--- src/rtl/frame_energy_zcr_classifier_unit_defines.svh ---
// Assertion macros shared by the classifier RTL.
// Needs signals named clock and reset in the module that expands them.
`ifndef FRAME_ENERGY_ZCR_CLASSIFIER_UNIT_DEFINES_SVH
`define FRAME_ENERGY_ZCR_CLASSIFIER_UNIT_DEFINES_SVH

// condition must hold at every edge out of reset
`define FEZC_ASSERT_HOLDS(name, cond, msg) \
   name: assert property (@(posedge clock) disable iff (reset) (cond)) else $error(msg);

// antecedent implies consequent in the same cycle
`define FEZC_ASSERT_IMPLIES(name, ante, cons, msg) \
   name: assert property (@(posedge clock) disable iff (reset) (ante) |-> (cons)) else $error(msg);

`endif

--- src/rtl/fezc_pkg.sv ---
// Shared constants, codes and controller/datapath interface types for the
// frame energy / zero-crossing classifier. No dependencies.
`timescale 1ns / 1ps

package fezc_pkg;

   localparam int FRAME_LEN = 300;

   localparam int SAMPLE_W   = 16;
   localparam int DC_W       = 24;
   localparam int PEAK_W     = 16;
   localparam int SCALE_W    = 16;
   localparam int THR_W      = 10;
   localparam int CNT_W      = 10;
   localparam int FSUM_W     = 42;
   localparam int TSUM_W     = 58;
   localparam int TCROSS_W   = 26;
   localparam int FRAMES_W   = 16;
   localparam int ENERGY_W   = 32;
   localparam int MAG_W      = 24;
   localparam int PROD_W     = MAG_W + SCALE_W;
   localparam int QNORM_W    = 24;
   localparam int SQ_W       = 2 * QNORM_W;
   localparam int SQ_SHIFT   = 16;

   // shared restoring divider, two quotient bits per cycle
   localparam int DIVIDEND_W     = TSUM_W;
   localparam int DIVISOR_W      = 16;
   localparam int DIV_RADIX_BITS = 2;
   localparam int DIV_STEPS      = DIVIDEND_W / DIV_RADIX_BITS;
   localparam int DIV_CNT_W      = $clog2(DIV_STEPS);

   // register file
   localparam int CSR_IDX_W  = 2;
   localparam int CSR_DATA_W = 24;
   localparam logic [CSR_IDX_W-1:0] CSR_DC_OFFSET = 2'd0;
   localparam logic [CSR_IDX_W-1:0] CSR_NORM_PEAK = 2'd1;
   localparam logic [CSR_IDX_W-1:0] CSR_AMP_SCALE = 2'd2;
   localparam logic [CSR_IDX_W-1:0] CSR_ZCR_THR   = 2'd3;

   localparam logic [DC_W-1:0]    DC_RESET    = 24'd0;
   localparam logic [PEAK_W-1:0]  PEAK_RESET  = 16'd32767;
   localparam logic [SCALE_W-1:0] SCALE_RESET = 16'd5000;
   localparam logic [THR_W-1:0]   THR_RESET   = 10'd25;

   typedef logic [1:0] div_sel_type;
   localparam div_sel_type DIV_SEL_NORM  = 2'd0;
   localparam div_sel_type DIV_SEL_FRAME = 2'd1;
   localparam div_sel_type DIV_SEL_AVG   = 2'd2;

   typedef struct packed {
      logic        load;
      logic        mul;
      logic        div_start;
      div_sel_type div_sel;
      logic        sqr;
      logic        acc;
      logic        put_report;
      logic        put_decision;
   } ctrl_cmd_type;

   typedef struct packed {
      logic div_done;
      logic frame_full;
      logic last;
      logic out_free;
   } dp_status_type;

endpackage

--- src/rtl/frame_energy_zcr_classifier_unit.sv ---
// Top level of the frame energy / zero-crossing word classifier.
// Depends on fezc_pkg, fezc_ctrl and fezc_dp.
`timescale 1ns / 1ps

// Samples are taken one at a time; the block takes no new sample until it is
// through with the last one. Most of that work is the shared divider, which
// produces two quotient bits per cycle over a 58-bit dividend (29 steps) for
// the amplitude normalization. A sample that completes a frame, or that
// carries last, also makes a second pass through the same divider for the
// frame mean; last adds a third pass for the run average before the decision.
// A finished result waits in an output register, so the next sample is taken
// while it is still stalled; only a second result that finds that register
// still occupied holds the block.
// Configuration writes take effect at once and are meant for idle periods.
module frame_energy_zcr_classifier_unit (
   input  logic                                 clock,
   input  logic                                 reset,
   input  logic                                 req_valid,
   output logic                                 req_stall,
   input  logic signed [fezc_pkg::SAMPLE_W-1:0] req_sample,
   input  logic                                 req_last,
   output logic                                 rsp_valid,
   input  logic                                 rsp_stall,
   output logic                                 rsp_kind,
   output logic [fezc_pkg::FRAMES_W-1:0]        rsp_frame_number,
   output logic [fezc_pkg::ENERGY_W-1:0]        rsp_frame_energy,
   output logic [fezc_pkg::CNT_W-1:0]           rsp_frame_zcr,
   output logic [fezc_pkg::ENERGY_W-1:0]        rsp_average_energy,
   output logic                                 rsp_is_yes,
   output logic                                 rsp_end_of_run,
   input  logic                                 csr_we,
   input  logic [fezc_pkg::CSR_IDX_W-1:0]       csr_index,
   input  logic [fezc_pkg::CSR_DATA_W-1:0]      csr_wdata
);

   fezc_pkg::ctrl_cmd_type  cmd;
   fezc_pkg::dp_status_type sts;

   fezc_ctrl u_ctrl (
      .clock     (clock),
      .reset     (reset),
      .req_valid (req_valid),
      .req_stall (req_stall),
      .sts       (sts),
      .cmd       (cmd)
   );

   fezc_dp u_dp (
      .clock              (clock),
      .reset              (reset),
      .cmd                (cmd),
      .sts                (sts),
      .req_sample         (req_sample),
      .req_last           (req_last),
      .csr_we             (csr_we),
      .csr_index          (csr_index),
      .csr_wdata          (csr_wdata),
      .rsp_stall          (rsp_stall),
      .rsp_valid          (rsp_valid),
      .rsp_kind           (rsp_kind),
      .rsp_frame_number   (rsp_frame_number),
      .rsp_frame_energy   (rsp_frame_energy),
      .rsp_frame_zcr      (rsp_frame_zcr),
      .rsp_average_energy (rsp_average_energy),
      .rsp_is_yes         (rsp_is_yes),
      .rsp_end_of_run     (rsp_end_of_run)
   );

endmodule

--- src/rtl/fezc_div.sv ---
// Shared serial restoring divider, two quotient bits per cycle.
// Depends on fezc_pkg for widths and step count.
`timescale 1ns / 1ps

module fezc_div (
   input  logic                              clock,
   input  logic                              reset,
   input  logic                              start,
   input  logic [fezc_pkg::DIVIDEND_W-1:0]   dividend,
   input  logic [fezc_pkg::DIVISOR_W-1:0]    divisor,
   output logic                              done,
   output logic [fezc_pkg::DIVIDEND_W-1:0]   quotient
);

   logic                               busy_ff, busy_in;
   logic                               done_ff, done_in;
   logic [fezc_pkg::DIV_CNT_W-1:0]     cnt_ff, cnt_in;
   logic [fezc_pkg::DIVISOR_W-1:0]     rem_ff, rem_in;
   logic [fezc_pkg::DIVISOR_W-1:0]     dsr_ff, dsr_in;
   logic [fezc_pkg::DIVIDEND_W-1:0]    quo_ff, quo_in;

   logic [fezc_pkg::DIVISOR_W:0]       trial    [fezc_pkg::DIV_RADIX_BITS];
   logic [fezc_pkg::DIVISOR_W-1:0]     part_rem [fezc_pkg::DIV_RADIX_BITS+1];
   logic [fezc_pkg::DIVIDEND_W-1:0]    part_quo [fezc_pkg::DIV_RADIX_BITS+1];

   // quotient bits shift in at the bottom while dividend bits leave the top
   always_comb begin
      part_rem[0] = rem_ff;
      part_quo[0] = quo_ff;
      for (int i = 0; i < fezc_pkg::DIV_RADIX_BITS; i++) begin
         trial[i] = {part_rem[i], part_quo[i][fezc_pkg::DIVIDEND_W-1]};
         if (trial[i] >= {1'b0, dsr_ff}) begin
            part_rem[i+1] = fezc_pkg::DIVISOR_W'(trial[i] - {1'b0, dsr_ff});
            part_quo[i+1] = {part_quo[i][fezc_pkg::DIVIDEND_W-2:0], 1'b1};
         end else begin
            part_rem[i+1] = trial[i][fezc_pkg::DIVISOR_W-1:0];
            part_quo[i+1] = {part_quo[i][fezc_pkg::DIVIDEND_W-2:0], 1'b0};
         end
      end
   end

   always_comb begin
      busy_in = busy_ff;
      done_in = 1'b0;
      cnt_in  = cnt_ff;
      rem_in  = rem_ff;
      dsr_in  = dsr_ff;
      quo_in  = quo_ff;
      if (start) begin
         busy_in = 1'b1;
         cnt_in  = '0;
         rem_in  = '0;
         dsr_in  = divisor;
         quo_in  = dividend;
      end else if (busy_ff) begin
         rem_in = part_rem[fezc_pkg::DIV_RADIX_BITS];
         quo_in = part_quo[fezc_pkg::DIV_RADIX_BITS];
         cnt_in = cnt_ff + fezc_pkg::DIV_CNT_W'(1);
         if (cnt_ff == fezc_pkg::DIV_CNT_W'(fezc_pkg::DIV_STEPS - 1)) begin
            busy_in = 1'b0;
            done_in = 1'b1;
         end
      end
   end

   always_ff @(posedge clock) begin
      if (reset) begin
         busy_ff <= 1'b0;
         done_ff <= 1'b0;
         cnt_ff  <= '0;
      end else begin
         busy_ff <= busy_in;
         done_ff <= done_in;
         cnt_ff  <= cnt_in;
      end
      rem_ff <= rem_in;
      dsr_ff <= dsr_in;
      quo_ff <= quo_in;
   end

   assign done     = done_ff;
   assign quotient = quo_ff;

endmodule

--- src/rtl/fezc_dp.sv ---
// Datapath: config registers, sample energy, frame/run accumulators and the
// result register. Depends on fezc_pkg and fezc_div.
`timescale 1ns / 1ps

module fezc_dp (
   input  logic                                clock,
   input  logic                                reset,
   input  fezc_pkg::ctrl_cmd_type              cmd,
   output fezc_pkg::dp_status_type             sts,
   input  logic signed [fezc_pkg::SAMPLE_W-1:0] req_sample,
   input  logic                                req_last,
   input  logic                                csr_we,
   input  logic [fezc_pkg::CSR_IDX_W-1:0]      csr_index,
   input  logic [fezc_pkg::CSR_DATA_W-1:0]     csr_wdata,
   input  logic                                rsp_stall,
   output logic                                rsp_valid,
   output logic                                rsp_kind,
   output logic [fezc_pkg::FRAMES_W-1:0]       rsp_frame_number,
   output logic [fezc_pkg::ENERGY_W-1:0]       rsp_frame_energy,
   output logic [fezc_pkg::CNT_W-1:0]          rsp_frame_zcr,
   output logic [fezc_pkg::ENERGY_W-1:0]       rsp_average_energy,
   output logic                                rsp_is_yes,
   output logic                                rsp_end_of_run
);

   // configuration
   logic [fezc_pkg::DC_W-1:0]     dc_ff, dc_in;
   logic [fezc_pkg::PEAK_W-1:0]   peak_ff, peak_in;
   logic [fezc_pkg::SCALE_W-1:0]  scale_ff, scale_in;
   logic [fezc_pkg::THR_W-1:0]    thr_ff, thr_in;

   // run state
   logic [fezc_pkg::CNT_W-1:0]    samples_ff, samples_in;
   logic [fezc_pkg::FSUM_W-1:0]   fsum_ff, fsum_in;
   logic [fezc_pkg::CNT_W-1:0]    fcross_ff, fcross_in;
   logic [fezc_pkg::TSUM_W-1:0]   total_ff, total_in;
   logic [fezc_pkg::TCROSS_W-1:0] tcross_ff, tcross_in;
   logic [fezc_pkg::FRAMES_W-1:0] frames_ff, frames_in;
   logic [fezc_pkg::SAMPLE_W-1:0] prev_ff, prev_in;

   // per-sample working registers
   logic                          last_ff, last_in;
   logic [fezc_pkg::MAG_W-1:0]    mag_ff, mag_in;
   logic [fezc_pkg::PROD_W-1:0]   prod_ff, prod_in;
   logic [fezc_pkg::ENERGY_W-1:0] energy_ff, energy_in;

   // result register
   logic                          rsp_valid_ff, rsp_valid_in;
   logic                          kind_ff, kind_in;
   logic [fezc_pkg::FRAMES_W-1:0] fnum_ff, fnum_in;
   logic [fezc_pkg::ENERGY_W-1:0] fenergy_ff, fenergy_in;
   logic [fezc_pkg::CNT_W-1:0]    fzcr_ff, fzcr_in;
   logic [fezc_pkg::ENERGY_W-1:0] avg_ff, avg_in;
   logic                          yes_ff, yes_in;
   logic                          eor_ff, eor_in;

   logic [fezc_pkg::DC_W:0]            diff_w;
   logic                               cross_w;
   logic [fezc_pkg::DIVIDEND_W-1:0]    div_dividend;
   logic [fezc_pkg::DIVISOR_W-1:0]     div_divisor;
   logic                               div_done;
   logic [fezc_pkg::DIVIDEND_W-1:0]    div_quo;
   logic                               q_sat;
   logic [fezc_pkg::SQ_W-1:0]          sq_w;
   logic [fezc_pkg::FRAMES_W-1:0]      frames_next;
   logic [fezc_pkg::TCROSS_W-1:0]      thr_frames;
   logic                               out_free;

   fezc_div u_div (
      .clock    (clock),
      .reset    (reset),
      .start    (cmd.div_start),
      .dividend (div_dividend),
      .divisor  (div_divisor),
      .done     (div_done),
      .quotient (div_quo)
   );

   always_comb begin
      case (cmd.div_sel)
         fezc_pkg::DIV_SEL_NORM: begin
            div_dividend = fezc_pkg::DIVIDEND_W'(prod_ff);
            div_divisor  = (peak_ff == '0) ? fezc_pkg::DIVISOR_W'(1) : peak_ff;
         end
         fezc_pkg::DIV_SEL_FRAME: begin
            div_dividend = fezc_pkg::DIVIDEND_W'(fsum_ff);
            div_divisor  = fezc_pkg::DIVISOR_W'(samples_ff);
         end
         fezc_pkg::DIV_SEL_AVG: begin
            div_dividend = total_ff;
            div_divisor  = frames_ff;
         end
         default: begin
            div_dividend = '0;
            div_divisor  = fezc_pkg::DIVISOR_W'(1);
         end
      endcase
   end

   // sample in Q8 minus the offset; magnitude fits 24 bits for all inputs
   assign diff_w = {req_sample[fezc_pkg::SAMPLE_W-1], req_sample, 8'b0}
                 - {dc_ff[fezc_pkg::DC_W-1], dc_ff};

   // strict sign change against the previous raw sample
   assign cross_w = (prev_ff[fezc_pkg::SAMPLE_W-1] && !req_sample[fezc_pkg::SAMPLE_W-1]
                     && (req_sample != '0))
                  || (!prev_ff[fezc_pkg::SAMPLE_W-1] && (prev_ff != '0)
                     && req_sample[fezc_pkg::SAMPLE_W-1]);

   assign q_sat       = |div_quo[fezc_pkg::DIVIDEND_W-1:fezc_pkg::QNORM_W];
   assign sq_w        = fezc_pkg::SQ_W'(div_quo[fezc_pkg::QNORM_W-1:0])
                      * fezc_pkg::SQ_W'(div_quo[fezc_pkg::QNORM_W-1:0]);
   assign frames_next = (frames_ff == '1) ? frames_ff
                                          : frames_ff + fezc_pkg::FRAMES_W'(1);
   assign thr_frames  = fezc_pkg::TCROSS_W'(thr_ff) * fezc_pkg::TCROSS_W'(frames_ff);
   assign out_free    = !rsp_valid_ff || !rsp_stall;

   always_comb begin
      dc_in      = dc_ff;
      peak_in    = peak_ff;
      scale_in   = scale_ff;
      thr_in     = thr_ff;
      samples_in = samples_ff;
      fsum_in    = fsum_ff;
      fcross_in  = fcross_ff;
      total_in   = total_ff;
      tcross_in  = tcross_ff;
      frames_in  = frames_ff;
      prev_in    = prev_ff;
      last_in    = last_ff;
      mag_in     = mag_ff;
      prod_in    = prod_ff;
      energy_in  = energy_ff;
      kind_in    = kind_ff;
      fnum_in    = fnum_ff;
      fenergy_in = fenergy_ff;
      fzcr_in    = fzcr_ff;
      avg_in     = avg_ff;
      yes_in     = yes_ff;
      eor_in     = eor_ff;
      rsp_valid_in = rsp_valid_ff && rsp_stall;

      if (csr_we) begin
         case (csr_index)
            fezc_pkg::CSR_DC_OFFSET: dc_in    = csr_wdata[fezc_pkg::DC_W-1:0];
            fezc_pkg::CSR_NORM_PEAK: peak_in  = csr_wdata[fezc_pkg::PEAK_W-1:0];
            fezc_pkg::CSR_AMP_SCALE: scale_in = csr_wdata[fezc_pkg::SCALE_W-1:0];
            fezc_pkg::CSR_ZCR_THR:   thr_in   = csr_wdata[fezc_pkg::THR_W-1:0];
            default: ;
         endcase
      end

      if (cmd.load) begin
         last_in = req_last;
         prev_in = req_sample;
         mag_in  = diff_w[fezc_pkg::DC_W] ? fezc_pkg::MAG_W'(-diff_w)
                                          : diff_w[fezc_pkg::MAG_W-1:0];
         if (cross_w) begin
            fcross_in = fcross_ff + fezc_pkg::CNT_W'(1);
            tcross_in = tcross_ff + fezc_pkg::TCROSS_W'(1);
         end
      end

      if (cmd.mul) begin
         prod_in = fezc_pkg::PROD_W'(mag_ff) * fezc_pkg::PROD_W'(scale_ff);
      end

      if (cmd.sqr) begin
         energy_in = q_sat ? '1 : sq_w[fezc_pkg::SQ_SHIFT +: fezc_pkg::ENERGY_W];
      end

      if (cmd.acc) begin
         fsum_in    = fsum_ff + fezc_pkg::FSUM_W'(energy_ff);
         total_in   = total_ff + fezc_pkg::TSUM_W'(energy_ff);
         samples_in = samples_ff + fezc_pkg::CNT_W'(1);
      end

      if (cmd.put_report) begin
         rsp_valid_in = 1'b1;
         kind_in      = 1'b0;
         fnum_in      = frames_next;
         fenergy_in   = div_quo[fezc_pkg::ENERGY_W-1:0];
         fzcr_in      = fcross_ff;
         avg_in       = '0;
         yes_in       = 1'b0;
         eor_in       = 1'b0;
         frames_in    = frames_next;
         samples_in   = '0;
         fsum_in      = '0;
         fcross_in    = '0;
      end

      if (cmd.put_decision) begin
         rsp_valid_in = 1'b1;
         kind_in      = 1'b1;
         fnum_in      = frames_ff;
         fenergy_in   = '0;
         fzcr_in      = '0;
         if (frames_ff == '0) begin
            avg_in = '0;
         end else if (|div_quo[fezc_pkg::DIVIDEND_W-1:fezc_pkg::ENERGY_W]) begin
            avg_in = '1;
         end else begin
            avg_in = div_quo[fezc_pkg::ENERGY_W-1:0];
         end
         yes_in     = (tcross_ff >= thr_frames);
         eor_in     = 1'b1;
         samples_in = '0;
         fsum_in    = '0;
         fcross_in  = '0;
         total_in   = '0;
         tcross_in  = '0;
         frames_in  = '0;
         prev_in    = '0;
      end
   end

   always_ff @(posedge clock) begin
      if (reset) begin
         dc_ff        <= fezc_pkg::DC_RESET;
         peak_ff      <= fezc_pkg::PEAK_RESET;
         scale_ff     <= fezc_pkg::SCALE_RESET;
         thr_ff       <= fezc_pkg::THR_RESET;
         samples_ff   <= '0;
         fsum_ff      <= '0;
         fcross_ff    <= '0;
         total_ff     <= '0;
         tcross_ff    <= '0;
         frames_ff    <= '0;
         prev_ff      <= '0;
         rsp_valid_ff <= 1'b0;
      end else begin
         dc_ff        <= dc_in;
         peak_ff      <= peak_in;
         scale_ff     <= scale_in;
         thr_ff       <= thr_in;
         samples_ff   <= samples_in;
         fsum_ff      <= fsum_in;
         fcross_ff    <= fcross_in;
         total_ff     <= total_in;
         tcross_ff    <= tcross_in;
         frames_ff    <= frames_in;
         prev_ff      <= prev_in;
         rsp_valid_ff <= rsp_valid_in;
      end
      last_ff    <= last_in;
      mag_ff     <= mag_in;
      prod_ff    <= prod_in;
      energy_ff  <= energy_in;
      kind_ff    <= kind_in;
      fnum_ff    <= fnum_in;
      fenergy_ff <= fenergy_in;
      fzcr_ff    <= fzcr_in;
      avg_ff     <= avg_in;
      yes_ff     <= yes_in;
      eor_ff     <= eor_in;
   end

   assign sts.div_done   = div_done;
   assign sts.frame_full = (samples_ff >= fezc_pkg::CNT_W'(fezc_pkg::FRAME_LEN));
   assign sts.last       = last_ff;
   assign sts.out_free   = out_free;

   assign rsp_valid          = rsp_valid_ff;
   assign rsp_kind           = kind_ff;
   assign rsp_frame_number   = fnum_ff;
   assign rsp_frame_energy   = fenergy_ff;
   assign rsp_frame_zcr      = fzcr_ff;
   assign rsp_average_energy = avg_ff;
   assign rsp_is_yes         = yes_ff;
   assign rsp_end_of_run     = eor_ff;

endmodule

--- src/rtl/fezc_ctrl.sv ---
// Controller state machine: sequences one sample through the datapath and
// issues frame reports and the word decision. Depends on fezc_pkg and the defines header.
`timescale 1ns / 1ps
`include "frame_energy_zcr_classifier_unit_defines.svh"

module fezc_ctrl (
   input  logic                     clock,
   input  logic                     reset,
   input  logic                     req_valid,
   output logic                     req_stall,
   input  fezc_pkg::dp_status_type  sts,
   output fezc_pkg::ctrl_cmd_type   cmd
);

   localparam logic [3:0] ST_IDLE  = 4'd0;
   localparam logic [3:0] ST_MUL   = 4'd1;
   localparam logic [3:0] ST_NDIV  = 4'd2;
   localparam logic [3:0] ST_NWAIT = 4'd3;
   localparam logic [3:0] ST_SQR   = 4'd4;
   localparam logic [3:0] ST_ACC   = 4'd5;
   localparam logic [3:0] ST_CHK   = 4'd6;
   localparam logic [3:0] ST_RDIV  = 4'd7;
   localparam logic [3:0] ST_RWAIT = 4'd8;
   localparam logic [3:0] ST_RPUT  = 4'd9;
   localparam logic [3:0] ST_ADIV  = 4'd10;
   localparam logic [3:0] ST_AWAIT = 4'd11;
   localparam logic [3:0] ST_DPUT  = 4'd12;

   logic [3:0] state_ff, state_in;

   assign req_stall = (state_ff != ST_IDLE);

   always_comb begin
      state_in         = state_ff;
      cmd              = '0;
      cmd.div_sel      = fezc_pkg::DIV_SEL_NORM;
      case (state_ff)
         ST_IDLE: begin
            if (req_valid) begin
               cmd.load = 1'b1;
               state_in = ST_MUL;
            end
         end
         ST_MUL: begin
            cmd.mul  = 1'b1;
            state_in = ST_NDIV;
         end
         ST_NDIV: begin
            cmd.div_start = 1'b1;
            cmd.div_sel   = fezc_pkg::DIV_SEL_NORM;
            state_in      = ST_NWAIT;
         end
         ST_NWAIT: begin
            if (sts.div_done) begin
               state_in = ST_SQR;
            end
         end
         ST_SQR: begin
            cmd.sqr  = 1'b1;
            state_in = ST_ACC;
         end
         ST_ACC: begin
            cmd.acc  = 1'b1;
            state_in = ST_CHK;
         end
         ST_CHK: begin
            // a last sample always closes a frame (never empty here)
            state_in = (sts.frame_full || sts.last) ? ST_RDIV : ST_IDLE;
         end
         ST_RDIV: begin
            cmd.div_start = 1'b1;
            cmd.div_sel   = fezc_pkg::DIV_SEL_FRAME;
            state_in      = ST_RWAIT;
         end
         ST_RWAIT: begin
            if (sts.div_done) begin
               state_in = ST_RPUT;
            end
         end
         ST_RPUT: begin
            if (sts.out_free) begin
               cmd.put_report = 1'b1;
               state_in       = sts.last ? ST_ADIV : ST_IDLE;
            end
         end
         ST_ADIV: begin
            cmd.div_start = 1'b1;
            cmd.div_sel   = fezc_pkg::DIV_SEL_AVG;
            state_in      = ST_AWAIT;
         end
         ST_AWAIT: begin
            if (sts.div_done) begin
               state_in = ST_DPUT;
            end
         end
         ST_DPUT: begin
            if (sts.out_free) begin
               cmd.put_decision = 1'b1;
               state_in         = ST_IDLE;
            end
         end
         default: begin
            state_in = ST_IDLE;
         end
      endcase
   end

   always_ff @(posedge clock) begin
      if (reset) begin
         state_ff <= ST_IDLE;
      end else begin
         state_ff <= state_in;
      end
   end

   `FEZC_ASSERT_HOLDS(a_cmd_exclusive,
      $onehot0({cmd.load, cmd.mul, cmd.div_start, cmd.sqr, cmd.acc, cmd.put_report,
                cmd.put_decision}),
      "more than one datapath command")
   `FEZC_ASSERT_IMPLIES(a_put_when_free, cmd.put_report || cmd.put_decision,
      sts.out_free, "result written over a pending transaction")
   `FEZC_ASSERT_IMPLIES(a_done_in_wait, sts.div_done,
      state_ff == ST_NWAIT || state_ff == ST_RWAIT || state_ff == ST_AWAIT,
      "divider finished outside a wait state")

endmodule

--- config.mk ---
export PLATFORM = sky130hd
export DESIGN_NAME = frame_energy_zcr_classifier_unit
export DESIGN_NICKNAME = d
export VERILOG_FILES = /design/src/rtl/fezc_pkg.sv /design/src/rtl/frame_energy_zcr_classifier_unit.sv /design/src/rtl/fezc_div.sv /design/src/rtl/fezc_dp.sv /design/src/rtl/fezc_ctrl.sv
export VERILOG_INCLUDE_DIRS = /design/src /design/src/rtl
export SDC_FILE = /design/constraint.sdc
export NUM_CORES = 2
export LEC_CHECK = 0
export CORE_ASPECT_RATIO = 1.2
export CORE_MARGIN = 2
export CORE_UTILIZATION = 50
export CTS_CLUSTER_SIZE = 24
export DETAILED_ROUTE_END_ITERATION = 12
export DONT_BUFFER_PORTS = 1
export GPL_TIMING_DRIVEN = 0
export PLACE_DENSITY_LB_ADDON = 0.12
export SYNTH_ARGS = -nofsm -noshare
export SYNTH_HDL_FRONTEND = slang
export SYNTH_SLANG_ARGS = --single-unit
--- constraint.sdc ---
create_clock -name clock -period 13.7 [get_ports clock]
set_input_delay 4.11 -clock clock [delete_from_list [all_inputs] [get_ports clock]]
set_output_delay 4.11 -clock clock [all_outputs]
set_load 0.03 [all_outputs]
==> impl_metrics.csv <==
group,metric,value,unit
floorplanning,chipHeight,386,microns
timing,fin_crit_sh,70.5,%
routing,drc,0,
clock_network,cts.sinks,535,
logic_synthesis,yosysSeqAreaShare,21.2,%
logic_synthesis,synth.distinct_cells,88,
routing,via_per_inst,5.62,
global_route,antenna_found_initial,2,
clock_network,cts_buffers,61,
place,io_buffers,0,
logic_synthesis,syn_inst,6790,
critical_path,r2r_end,"u_dp.energy_ff[21]$_SDFFCE_PP1P_",
run,cap_violations,0,
finish,fin_nets,8249,
critical_path,r2r_setup_slack,4.04,ns
clock_network,ctsHoldBuffers,0,
timing,tightestPinTransition,1.33,ns
critical_path,crit_required,14.22,ns
routing,wl_per_cell,22.8,microns
min_path,holdPathStages,2,
logic_synthesis,syn_avg_cell_area,8.96,sq um
finish,final_common_cell,"nand2_1",
timing,fin_tns_setup,0,ns
floorplanning,start_util,50.3,%
clock_network,cts_buffer_depth,3,
floorplanning,chipWidth,322,microns
finish,area_growth,7.24,%
routing,wirelength,195,mm
timing,final_hold_viol_count,0,
outcome,status,"finished, final reports clean",
critical_path,r2r_cells,24,
critical_path,path_max_fanout,10,
logic_synthesis,yosys_register_bits,535,
critical_path,r2r_start,"u_dp.u_div.quotient[21]$_DFFE_PP_",
min_path,min_to,"u_dp.dc_ff[12]$_SDFFE_PP0P_",
global_route,grt-ovfl-total,0,
place,place_ws,4.18,ns
clock_network,htreeDepth,2,
clock_network,clk_pin_slew,0.07,ns
critical_path,worst_setup_path_end_kind,"flop",
timing,final.setup.worst_slack,4.04,ns
timing,fin_crit,9.66,ns
floorplanning,core_area,121000,sq um
logic_synthesis,yosys_warnings,0,
finish,layout_common_cells,"1049 x nand2_1, 1034 x inv_1, 845 x fa_1",
clock_network,worstSkewPairLatency,0.70,ns
clock_network,cts_tree,"done",
routing,drt_iter0_markers,3239,
routing,detail-route-antenna-nets,0,
routing,dr_total_vias,48027,
finish,drive_gt1_share,2.50,%
min_path,hold_start,"u_dp.dc_ff[12]$_SDFFE_PP0P_",
timing,max_slew_margin,11.0,%
global_route,grt_usage,31.7,%
clock_network,post_cts_buffers,0,
clock_network,cts-resized-gates,0,
clock_network,cts-root-buf,"clkbuf_16",
critical_path,path_class,"flop to flop",
floorplanning,placementRows,140,
logic_synthesis,async_flop_share,0,%
place,place_hpwl,159,mm
logic_synthesis,ys.flop_type,"dfxtp_1",
place,gp_congestion,0.967,
timing,fin_skew,0.0394,ns
timing,rsz0062_at_grt,"false",
global_route,grt_max_degree,41,
global_route,grt_first_pass_wirelength,296,mm
logic_synthesis,synthesis.nets,8174,
routing,drtPass1Iterations,5,
critical_path,critical_path_arrival,10.18,ns
timing,fmax,104,MHz
logic_synthesis,netlist_area,60900,sq um
logic_synthesis,synth_edf_count,220,
critical_path,start_kind,"flop",
floorplanning,ios,143,
timing,setup_violations,0,
timing,maxSlewViolCount,0,
min_path,hold_path_class,"flop to flop",
global_route,grt_pass1_vias,49189,
floorplanning,die_area,125000,sq um
## flip-flops by register name, indices dropped and copies added (netlist names), 24 cells and up
| signal | count |
|---|---|
| u_dp.total_ff | 58 |
| u_dp.u_div.quotient | 58 |
| u_dp.fsum_ff | 42 |
| u_dp.prod_ff | 40 |
| u_dp.energy_ff | 32 |
| u_dp.rsp_average_energy | 32 |
| u_dp.rsp_frame_energy | 32 |
| u_dp.tcross_ff | 26 |
| u_dp.dc_ff | 24 |
| u_dp.mag_ff | 24 |
## metal layers
metal	vias to the layer above	share of wire, %	GRT usage (%)
met5	-	0	0
li1	22053	-	-
met1	24005	38	37.3
met4	0	6.8	18.2
met3	464	5.3	4.09
met2	1505	49	55.5
## cells in the mapped netlist, types with 34 or more instances
| cell type | count | area, sq um |
|---|---|---|
| o21ai_0 | 168 | 841 |
| nor3_1 | 65 | 325 |
| o21a_1 | 67 | 503 |
| a211oi_1 | 44 | 330 |
| nand2_1 | 1049 | 3940 |
| clkbuf_1 | 293 | 1100 |
| inv_1 | 1035 | 3880 |
| a21o_1 | 102 | 766 |
| xnor2_1 | 162 | 1420 |
| xor2_1 | 114 | 998 |
| a22oi_1 | 41 | 308 |
| nand4_1 | 54 | 338 |
| and2_1 | 349 | 2180 |
| nand3_1 | 107 | 536 |
| nor2b_1 | 40 | 250 |
| a31oi_1 | 55 | 344 |
| or3_1 | 41 | 257 |
| and3_1 | 34 | 213 |
| dfxtp_1 | 315 | 6310 |
| a21oi_1 | 382 | 1910 |
| ha_1 | 491 | 6140 |
| edfxtp_1 | 220 | 6610 |
| nor2_1 | 309 | 1160 |
| fa_1 | 845 | 16900 |
## layout make-up
| class | instances | area [sq um] |
|---|---|---|
| antenna | 2 | 5.00 |
| buffer | 323 | 1250 |
| clock buffer | 81 | 1730 |
| clock inverter | 35 | 464 |
| fill | 11379 | 55800 |
| inverter | 1038 | 3900 |
| multi-input combinational | 4894 | 42800 |
| sequential | 535 | 12900 |
| tap | 1633 | 2040 |
| timing repair buffer | 12 | 144 |
## worst max-delay path by stage
stage | start | end | slack (ns) | depth (start not counted)
floorplan | rsp_stall | u_dp.rsp_average_energy[0]$_SDFFCE_PP0P_ | 5.46 | 3
global placement | rsp_stall | u_dp.rsp_average_energy[31]$_SDFFCE_PP0P_ | 1.89 | 3
detailed placement | u_dp.u_div.quotient[22]$_DFFE_PP_ | u_dp.energy_ff[21]$_SDFFCE_PP1P_ | 4.18 | 24
CTS | u_dp.u_div.quotient[21]$_DFFE_PP_ | u_dp.energy_ff[21]$_SDFFCE_PP1P_ | 4.12 | 24
finish | u_dp.u_div.quotient[21]$_DFFE_PP_ | u_dp.energy_ff[21]$_SDFFCE_PP1P_ | 4.04 | 24
global route | u_dp.u_div.quotient[3]$_DFFE_PP_ | u_dp.energy_ff[21]$_SDFFCE_PP1P_ | 3.76 | 24
## critical path, stage by stage, from the launching register on
cell	delay [ns]
edfxtp_1	0.40
clkbuf_1	0.74
clkbuf_1	0.66
nand2_1	0.22
fa_1	0.58
inv_1	0.05
fa_1	0.52
fa_1	0.57
inv_1	0.06
fa_1	0.49
inv_1	0.05
fa_1	0.58
fa_1	0.45
fa_1	0.50
ha_1	0.37
a221oi_1	0.27
o21ai_0	0.16
o2111ai_1	0.15
a41oi_1	0.16
nor3_1	0.86
o21ai_0	0.47
o21ai_0	0.51
o21bai_1	0.16
a21oi_1	0.20
mux2i_1	0.28
## per-stage QoR
step,std cells,util [%],instance area (sq um),hold WS [ns]
after CTS,8551,53.9,65300,0.455
after global placement,8423,52.0,62900,0.443
final,8553,53.9,65300,0.456
after global routing,8553,53.9,65300,0.478
after detailed placement,8435,52.1,63100,0.447
after floorplan,6790,-,60900,0.436
## cells by family (layout without fill, tap and decap cells)
group                      count (synthesis)  count (layout)  synth area share [%]
other                                      0               2                     0
and+or+nand+nor                         2208            2208                  17.1
muxes                                     32              32                 0.541
adders and majority gates               1336            1336                  37.9
DFF                                      535             535                  21.2
AOI/OAI and AO/OA                       1042            1042                  10.8
xor gates and xnor gates                 276             276                  3.97
buffers and inverters                   1361            1489                  8.46
Power is left out: the tool's default activity adds up to more than one toggle a clock period on the data nets, which glitch-free logic cannot reach.
